File: config.mk
export PLATFORM = sky130hd
export DESIGN_NAME = bpc_cfg_regs
export DESIGN_NICKNAME = d
export VERILOG_FILES = /design/src/rtl/bpc_pkg.sv /design/src/rtl/bpc_cfg_regs.sv
export SDC_FILE = /design/constraint.sdc
export NUM_CORES = 1
export LEC_CHECK = 0
export ABC_AREA = 1
export BUFFER_PORTS_ARGS = -buffer_cell sky130_fd_sc_hd__buf_2
export CORE_MARGIN = 2
export CORE_UTILIZATION = 54
export CTS_BUF_LIST = sky130_fd_sc_hd__clkbuf_8
export DETAILED_ROUTE_END_ITERATION = 8
export GPL_TIMING_DRIVEN = 0
export PLACE_DENSITY = 0.84
export SLEW_MARGIN = 40
export SYNTH_ARGS = -nofsm -noshare
export SYNTH_HDL_FRONTEND = slang
export SYNTH_SLANG_ARGS = --single-unit
File: constraint.sdc
create_clock -name clk -period 1.2 [get_ports clk]
set_input_delay 0.12 -clock clk [delete_from_list [all_inputs] [get_ports clk]]
set_output_delay 0.12 -clock clk [all_outputs]
set_load 0.05 [all_outputs]
File: src/rtl/bpc_pkg.sv
package bpc_pkg;

    localparam int FRAME_WORDS = 4096;
    localparam int ADDR_W = $clog2(FRAME_WORDS);

    localparam int WORD_W = 64;
    localparam int INDEX_W = 12;
    localparam int IN_DATA_W = 80;
    localparam int OUT_USER_W = 2;

    localparam int CFG_INDEX_W = 3;
    localparam int CFG_DATA_W = 64;

    localparam logic [CFG_INDEX_W-1:0] REG_RESOLUTION_MODE = 3'd0;
    localparam logic [CFG_INDEX_W-1:0] REG_PALETTE_ENABLE = 3'd1;
    localparam logic [CFG_INDEX_W-1:0] REG_PALETTE_LOW = 3'd2;
    localparam logic [CFG_INDEX_W-1:0] REG_PALETTE_HIGH = 3'd3;
    localparam logic [CFG_INDEX_W-1:0] REG_DIRTY_TRACK_ENABLE = 3'd4;
    localparam logic [CFG_INDEX_W-1:0] REG_LINE_DOUBLE = 3'd5;

    localparam logic [1:0] MODE_16C = 2'd0;
    localparam logic [1:0] MODE_4C = 2'd1;
    localparam logic [1:0] MODE_MONO = 2'd2;

    localparam logic [1:0] LAST_BEAT_16C = 2'd1;
    localparam logic [1:0] LAST_BEAT_4C = 2'd3;
    localparam logic [1:0] LAST_BEAT_MONO = 2'd0;

    typedef struct packed {
        logic [1:0]  resolution_mode;
        logic        palette_enable;
        logic [63:0] palette_low;
        logic [63:0] palette_high;
        logic        dirty_track_enable;
        logic        line_double;
    } cfg_t;

    // colour code of pixel k of the eight selected by beat
    function automatic logic [3:0] pixel_code(
        input logic [WORD_W-1:0] word,
        input logic              four_colour,
        input logic [1:0]        beat,
        input logic [2:0]        k
    );
        logic [3:0] pos;
        logic [3:0] v;
        begin
            v = 4'd0;
            if (four_colour)
            begin
                pos = ~{beat[0], k};
                if (beat[1])
                begin
                    v[0] = word[16 + pos];
                    v[1] = word[pos];
                end
                else
                begin
                    v[0] = word[48 + pos];
                    v[1] = word[32 + pos];
                end
            end
            else
            begin
                pos = ~{beat[0], k};
                v[0] = word[48 + pos];
                v[1] = word[32 + pos];
                v[2] = word[16 + pos];
                v[3] = word[pos];
            end
            pixel_code = v;
        end
    endfunction

endpackage

File: src/rtl/bpc_cfg_regs.sv
module bpc_cfg_regs (
    input  logic                              clk,
    input  logic                              rst_n,
    input  logic                              cfg_valid,
    output logic                              cfg_ready,
    input  logic [bpc_pkg::CFG_INDEX_W-1:0]   cfg_index,
    input  logic [bpc_pkg::CFG_DATA_W-1:0]    cfg_data,
    output bpc_pkg::cfg_t                     cfg
);

    bpc_pkg::cfg_t cfg_reg;

    assign cfg_ready = 1'b1;
    assign cfg = cfg_reg;

    always_ff @(posedge clk or negedge rst_n)
    begin
        if (!rst_n)
        begin
            cfg_reg.resolution_mode <= bpc_pkg::MODE_16C;
            cfg_reg.palette_enable <= 1'b0;
            cfg_reg.palette_low <= '0;
            cfg_reg.palette_high <= '0;
            cfg_reg.dirty_track_enable <= 1'b0;
            cfg_reg.line_double <= 1'b1;
        end
        else if (cfg_valid)
        begin
            case (cfg_index)
                bpc_pkg::REG_RESOLUTION_MODE:    cfg_reg.resolution_mode <= cfg_data[1:0];
                bpc_pkg::REG_PALETTE_ENABLE:     cfg_reg.palette_enable <= cfg_data[0];
                bpc_pkg::REG_PALETTE_LOW:        cfg_reg.palette_low <= cfg_data;
                bpc_pkg::REG_PALETTE_HIGH:       cfg_reg.palette_high <= cfg_data;
                bpc_pkg::REG_DIRTY_TRACK_ENABLE: cfg_reg.dirty_track_enable <= cfg_data[0];
                bpc_pkg::REG_LINE_DOUBLE:        cfg_reg.line_double <= cfg_data[0];
                default:
                begin
                end
            endcase
        end
    end

endmodule

Yosys cells after proc, flatten, opt, wreduce, memory -nomap -nowiden
Cells that the tools add are included.
W data, S select, Z words.
{"block": "op_classes", "eq_ne": 5, "n_reduce_logical": 7}
{"op": "$reduce_and A2 Y1", "count": 6}
{"op": "$eq A3 B2 Y1 const B", "count": 2}
{"op": "$eq A3 B3 Y1 const B", "count": 2}
{"op": "$eq A3 B1 Y1 const B", "count": 1}
{"op": "$logic_not A3 Y1", "count": 1}
{"block": "totals", "ff_bits": 133, "wordCells": 18, "in_bits": 70}

Logic depth before layout (Yosys ltp)
{"block": "logic_depth", "ltp_word": 2, "depth_mapped": 6, "mapped_depth_nobuf": 5}

Worst setup path before layout
OpenSTA, ideal clock, no wires.
{"block": "synth_timing", "path_kind": "register to register", "from": "register, netlist name cfg[0]", "to": "register cfg_reg, in the netlist cfg[0]", "period_less_slack_ps": 862, "setup_time_ps": 61, "required_time_ps": 1139, "stages_incl_launch_ff": 3, "arrival_time_ps": 801, "slack_ps": 338, "path_buffers": 0, "path_cell_list": "dfstp_2 nand2_1 nand2_1"}
{"item": "end, declared", "line": "bpc_cfg_regs.sv:11", "rtl": "bpc_pkg::cfg_t cfg_reg;"}

Worst setup path after layout
{"block": "layout_timing", "from": "register cfg_reg, in the netlist cfg[0]", "to": "output port cfg[0] (netlist name)"}
{"item": "end, declared", "line": "bpc_cfg_regs.sv:8", "rtl": "output bpc_pkg::cfg_t cfg"}
No word-level cell between the ends.

==> results by stage <==
Synth:
- Synthesis handed over a netlist of 586 instances.
- After synthesis, the largest family of logic cells by area is simple AND/OR/NAND/NOR gates.
- Yosys mapped a number of flops with a built-in enable equal to 0.
- After Yosys synthesis, XOR and XNOR cells account for 0% of the synthesized area.
- After synthesis the cells add up to 5330 um^2.
- The total of warnings raised by yosys is 0.
- In the synthesized netlist the dominant register cell turns out to be sky130_fd_sc_hd__dfrtp_1.
- The number of distinct standard cells referenced by the synthesized netlist is 15.
- Of the post-synthesis cell area, the part taken by muxes is 0%.
- The share of the synthesized area in the top cell type is 62.0%.
- Summed over all instances, the cell type with the most area after synthesis is sky130_fd_sc_hd__dfrtp_1.
- The post-synthesis share of cell area spent on full adders, half adders and majority gates is 0%.
- The count of state elements after synthesis is 133.
- After synthesis, the cell types taking the most area are sky130_fd_sc_hd__dfrtp_1 (62%), sky130_fd_sc_hd__nand2_1 (24%), sky130_fd_sc_hd__nand3_1 (6.5%).
- The mean post-synth cell area is 9.09 um^2.
- The proportion of synthesized chip area in sequential cells is 62.5%.
- After Yosys synthesis, and, or, nand and nor cells account for 31.6% of the synthesized area.
- The complex-gate fraction of the synthesized area is 0%.
- When the netlist entered floorplanning its net count stood at 656.
- The fraction of synthesis flops using an asynchronous set or reset pin is 100%.

Timing:
- Setup repair after global routing could not meet its margin everywhere.
- The post-route clock skew is 0 ns.
- The number of pins with negative max-slew slack in the final report is 0.
- The smallest setup slack after layout is -0.0585 ns.
- The shortest clock period the worst path allows after layout is 1.26 ns.
- The final number of hold-violating endpoints was 0.
- Timing would allow up to 0.795 GHz.
- The post-route clock period utilization is 105%.
- The final-layout setup total negative slack is -0.0595 ns.
- Setup violations remaining at the end of the flow were counted as 2.

Clocking:
- Clock-pin slew was measured on the worst setup and hold paths at 0.07 ns.
- For the worst-skew pair, the clock arrives at the later sink with an insertion delay of 0.43 ns.
- The number of buffers inserted to repair setup after CTS is 0.
- The clock net in this run drives a total of 133 sinks.
- The H-tree generated during clock tree synthesis spans 4 levels.
- The cell at the root of the clock tree is sky130_fd_sc_hd__clkbuf_8.
- The clock tree buffer depth is 2.
- The number of clock buffers added by TritonCTS is 17.
- TritonCTS built the clock tree.

Pwr:
- The clock network burns 24.1% of the power.
- The share of total power consumed by net switching is 42.2%.
- The leakage power of the design is 4.47 nW.
- The internal power component is 9.02 mW.
- The combinational fraction of design power is 38.3%.
- The power density over the cells is 1970 nW/um^2.
- In this run the power spent charging and discharging nets is 6.59 mW.
- The worst ir drop on vdd is 1.31 mV.
- The sequential fraction of design power is 37.5%.

Worst setup path:
- The start point of the critical path is cfg[0].
- On the critical path the largest part of the delay comes from flip-flops.
- For the worst setup path, the data required time is 1.08 ns.
- The category of the critical setup timing path is flip-flop to output port.
- STA classifies the critical path startpoint as a flip-flop.
- The maximum fanout encountered on the critical timing path is 2.
- The slowest stage of the critical path is the sky130_fd_sc_hd__dfstp_2 cell.
- Counting cells, the worst reg-to-reg path comes to 2.
- On the worst path, the slowest cell contributes a delay of 0.55 ns.
- Data on the critical path arrives at its endpoint at 1.14 ns.
- The number of buffers and inverters on the critical path is 1.
- The reg-to-reg critical path endpoint is cfg[0].
- In this run the worst setup path terminates at cfg[0].
- The cell count along the critical path is 1.
- The signal on the critical path passes through buf_8.
- The sort of element at the end of the critical path is an output port.
- The reg-to-reg startpoint is cfg[0].
- The setup check on the worst reg-to-reg path leaves a slack of 0.49 ns.

Global routing:
- The global-route wire length before repair is 24700 um.
- The largest net degree at the start of global routing is 71.
- The via count of the first global-routing pass is 5013.
- The number of antenna violations at the first check in global routing is 0.
- The residual overflow from global routing is 0.
- The aggregate global-route resource usage is 30.6%.

Layout:
- The utilization after layout is 81.8%.
- The relative area change from synthesis to final layout is 48.7%.
- The count of nets after finishing is 943.
- Summing all non-filler instances in the final layout gives an area of 7920 um^2.
- Of the cells placed in the final design, the portion with a size suffix greater than 1 is 30.9%.
- The flip-flop count of the largest register after layout is 133.

Detailed routing:
- The count of TritonRoute iterations in the first routing pass is 7.
- The ratio of routed vias to standard cells is 5.16.
- Once detail routing completed, the nets flagged for antenna violations numbered 0.
- For this block, the via count after detailed routing is 5268.
- The final layout contains routed wiring with a total length of 17200 um.
- Dividing the detail-routed wire length by the instance count gives 16.9 um.
- The violation count after the first detailed-routing iteration is 297.
- The number of DRC violations after detailed routing is 0.

Die:
- The die covers 10700 um^2.
- The overall die height is 103 um.
- The initial utilization of the core area, before any placement, comes to 55.0%.
- In this run the standard cell core region covers 9680 um^2.
- The width of the chip is 103 um.
- For this design the top-level I/O count stands at 204.
- The floorplan has 36 rows.

Placement:
- The cell area reported after detailed placement is 6540 um^2.
- Routability-driven placement finished with a final weighted congestion of 0.893.
- Input and output buffers added on the ports amount to 202.
- The HPWL after detailed placement is 9860 um.

Run:
- Across the run, the number of max-cap violations was 0.

Worst hold path:
- The path class of the tightest hold or removal check is input pin to flip-flop.

Status:
- The flow ran to the end, but the final reports show violations.
- The checks that failed: negative setup slack.
==> power by group through the flow <==
stage	logic (mW)	clock network (mW)	registers, mW
after floorplan	0.822	0	8.83
after global placement	5.18	0	5.80
after detailed placement	5.28	0	5.83
after CTS	5.57	3.76	5.78
after global routing	6.27	3.98	5.93
final	5.98	3.77	5.86
==> worst min-delay path by stage <==
stage,start,to,slack (ns),depth (start not counted)
2_1_floorplan,rst_n,cfg[100],-0.18,0
3_5_place_dp,rst_n,cfg[61],0.09,1
4_1_cts,cfg_index[1],cfg[0],0.02,4
6_report,cfg_index[1],cfg[0],0.02,4
5_1_grt,cfg_index[1],cfg[0],0.05,4
3_3_place_gp,cfg_data[32],cfg[34],0.33,3
==> timing repair <==
item | 4_1_cts | 5_1_grt
hold endpoints to repair | 196 | 0
hold buffers | 65 | 0
gates resized for setup | 29 | 133
setup endpoints to repair | 27 | 99
==> cells in the mapped netlist, types with 2 or more instances <==
cell type,count
sky130_fd_sc_hd__dfrtp_1,132
sky130_fd_sc_hd__nor2_1,2
sky130_fd_sc_hd__nand3_1,69
sky130_fd_sc_hd__buf_2,5
sky130_fd_sc_hd__inv_1,4
sky130_fd_sc_hd__buf_6,14
sky130_fd_sc_hd__nor2_8,2
sky130_fd_sc_hd__buf_4,14
sky130_fd_sc_hd__inv_2,2
sky130_fd_sc_hd__nand2_1,336
sky130_fd_sc_hd__nand2_2,2
==> cell type report <==
cell class / count / area [um^2]
multi-input combinational: 414 / 1690
sequential: 133 / 3330
clock buffer: 21 / 289
fill: 543 / 1760
clock inverter: 11 / 109
tap: 133 / 166
antenna: 1 / 2.50
timing repair buffer: 268 / 2030
inverter: 6 / 22.5
buffer: 33 / 288
==> worst min-delay path: stages <==
cell                      delay [ns]
sky130_fd_sc_hd__buf_2          0.12
sky130_fd_sc_hd__nor2_1         0.09
sky130_fd_sc_hd__nand3_1        0.07
sky130_fd_sc_hd__nand2_1        0.05
==> layer usage <==
metal | vias up | global-route usage, % | wire length [um]
li1 | 2392 | - | -
met4 | 0 | 16.0 | 875
met3 | 81 | 8.20 | 1130
met1 | 2505 | 35.7 | 6320
met2 | 290 | 51.8 | 8870
met5 | - | 0 | 0
==> layout by cell type (no fill, tap or decap), types with 3 or more instances in the layout <==
| cell | synthesis | final |
|---|---|---|
| sky130_fd_sc_hd__buf_2 | 5 | 83 |
| sky130_fd_sc_hd__buf_4 | 14 | 69 |
| sky130_fd_sc_hd__buf_6 | 14 | 18 |
| sky130_fd_sc_hd__clkbuf_4 | 0 | 63 |
| sky130_fd_sc_hd__clkbuf_8 | 0 | 21 |
| sky130_fd_sc_hd__clkinv_2 | 0 | 3 |
| sky130_fd_sc_hd__clkinvlp_4 | 0 | 3 |
| sky130_fd_sc_hd__dfrtp_1 | 132 | 132 |
| sky130_fd_sc_hd__dlygate4sd3_1 | 0 | 65 |
| sky130_fd_sc_hd__inv_1 | 4 | 7 |
| sky130_fd_sc_hd__nand2_1 | 336 | 336 |
| sky130_fd_sc_hd__nand3_1 | 69 | 69 |
==> metrics by stage <==
stage / instances / hold slack [ns] / setup WS, ns / power [mW]
floorplan: 586 / -0.176 / 0.338 / 9.65
global placement: 921 / 0.333 / -1.62 / 11.0
detailed placement: 922 / 0.0908 / 0.0204 / 11.1
CTS: 1019 / 0.0185 / -0.0679 / 15.1
global route: 1019 / 0.0453 / -0.0907 / 16.2
finish: 1020 / 0.0209 / -0.0585 / 15.6
==> logic make-up after synthesis <==
kind of cell / Yosys count
other cells: 1
flops: 133
buf+inv: 39
simple gates: 413
Power figures use the tool's default switching activity.
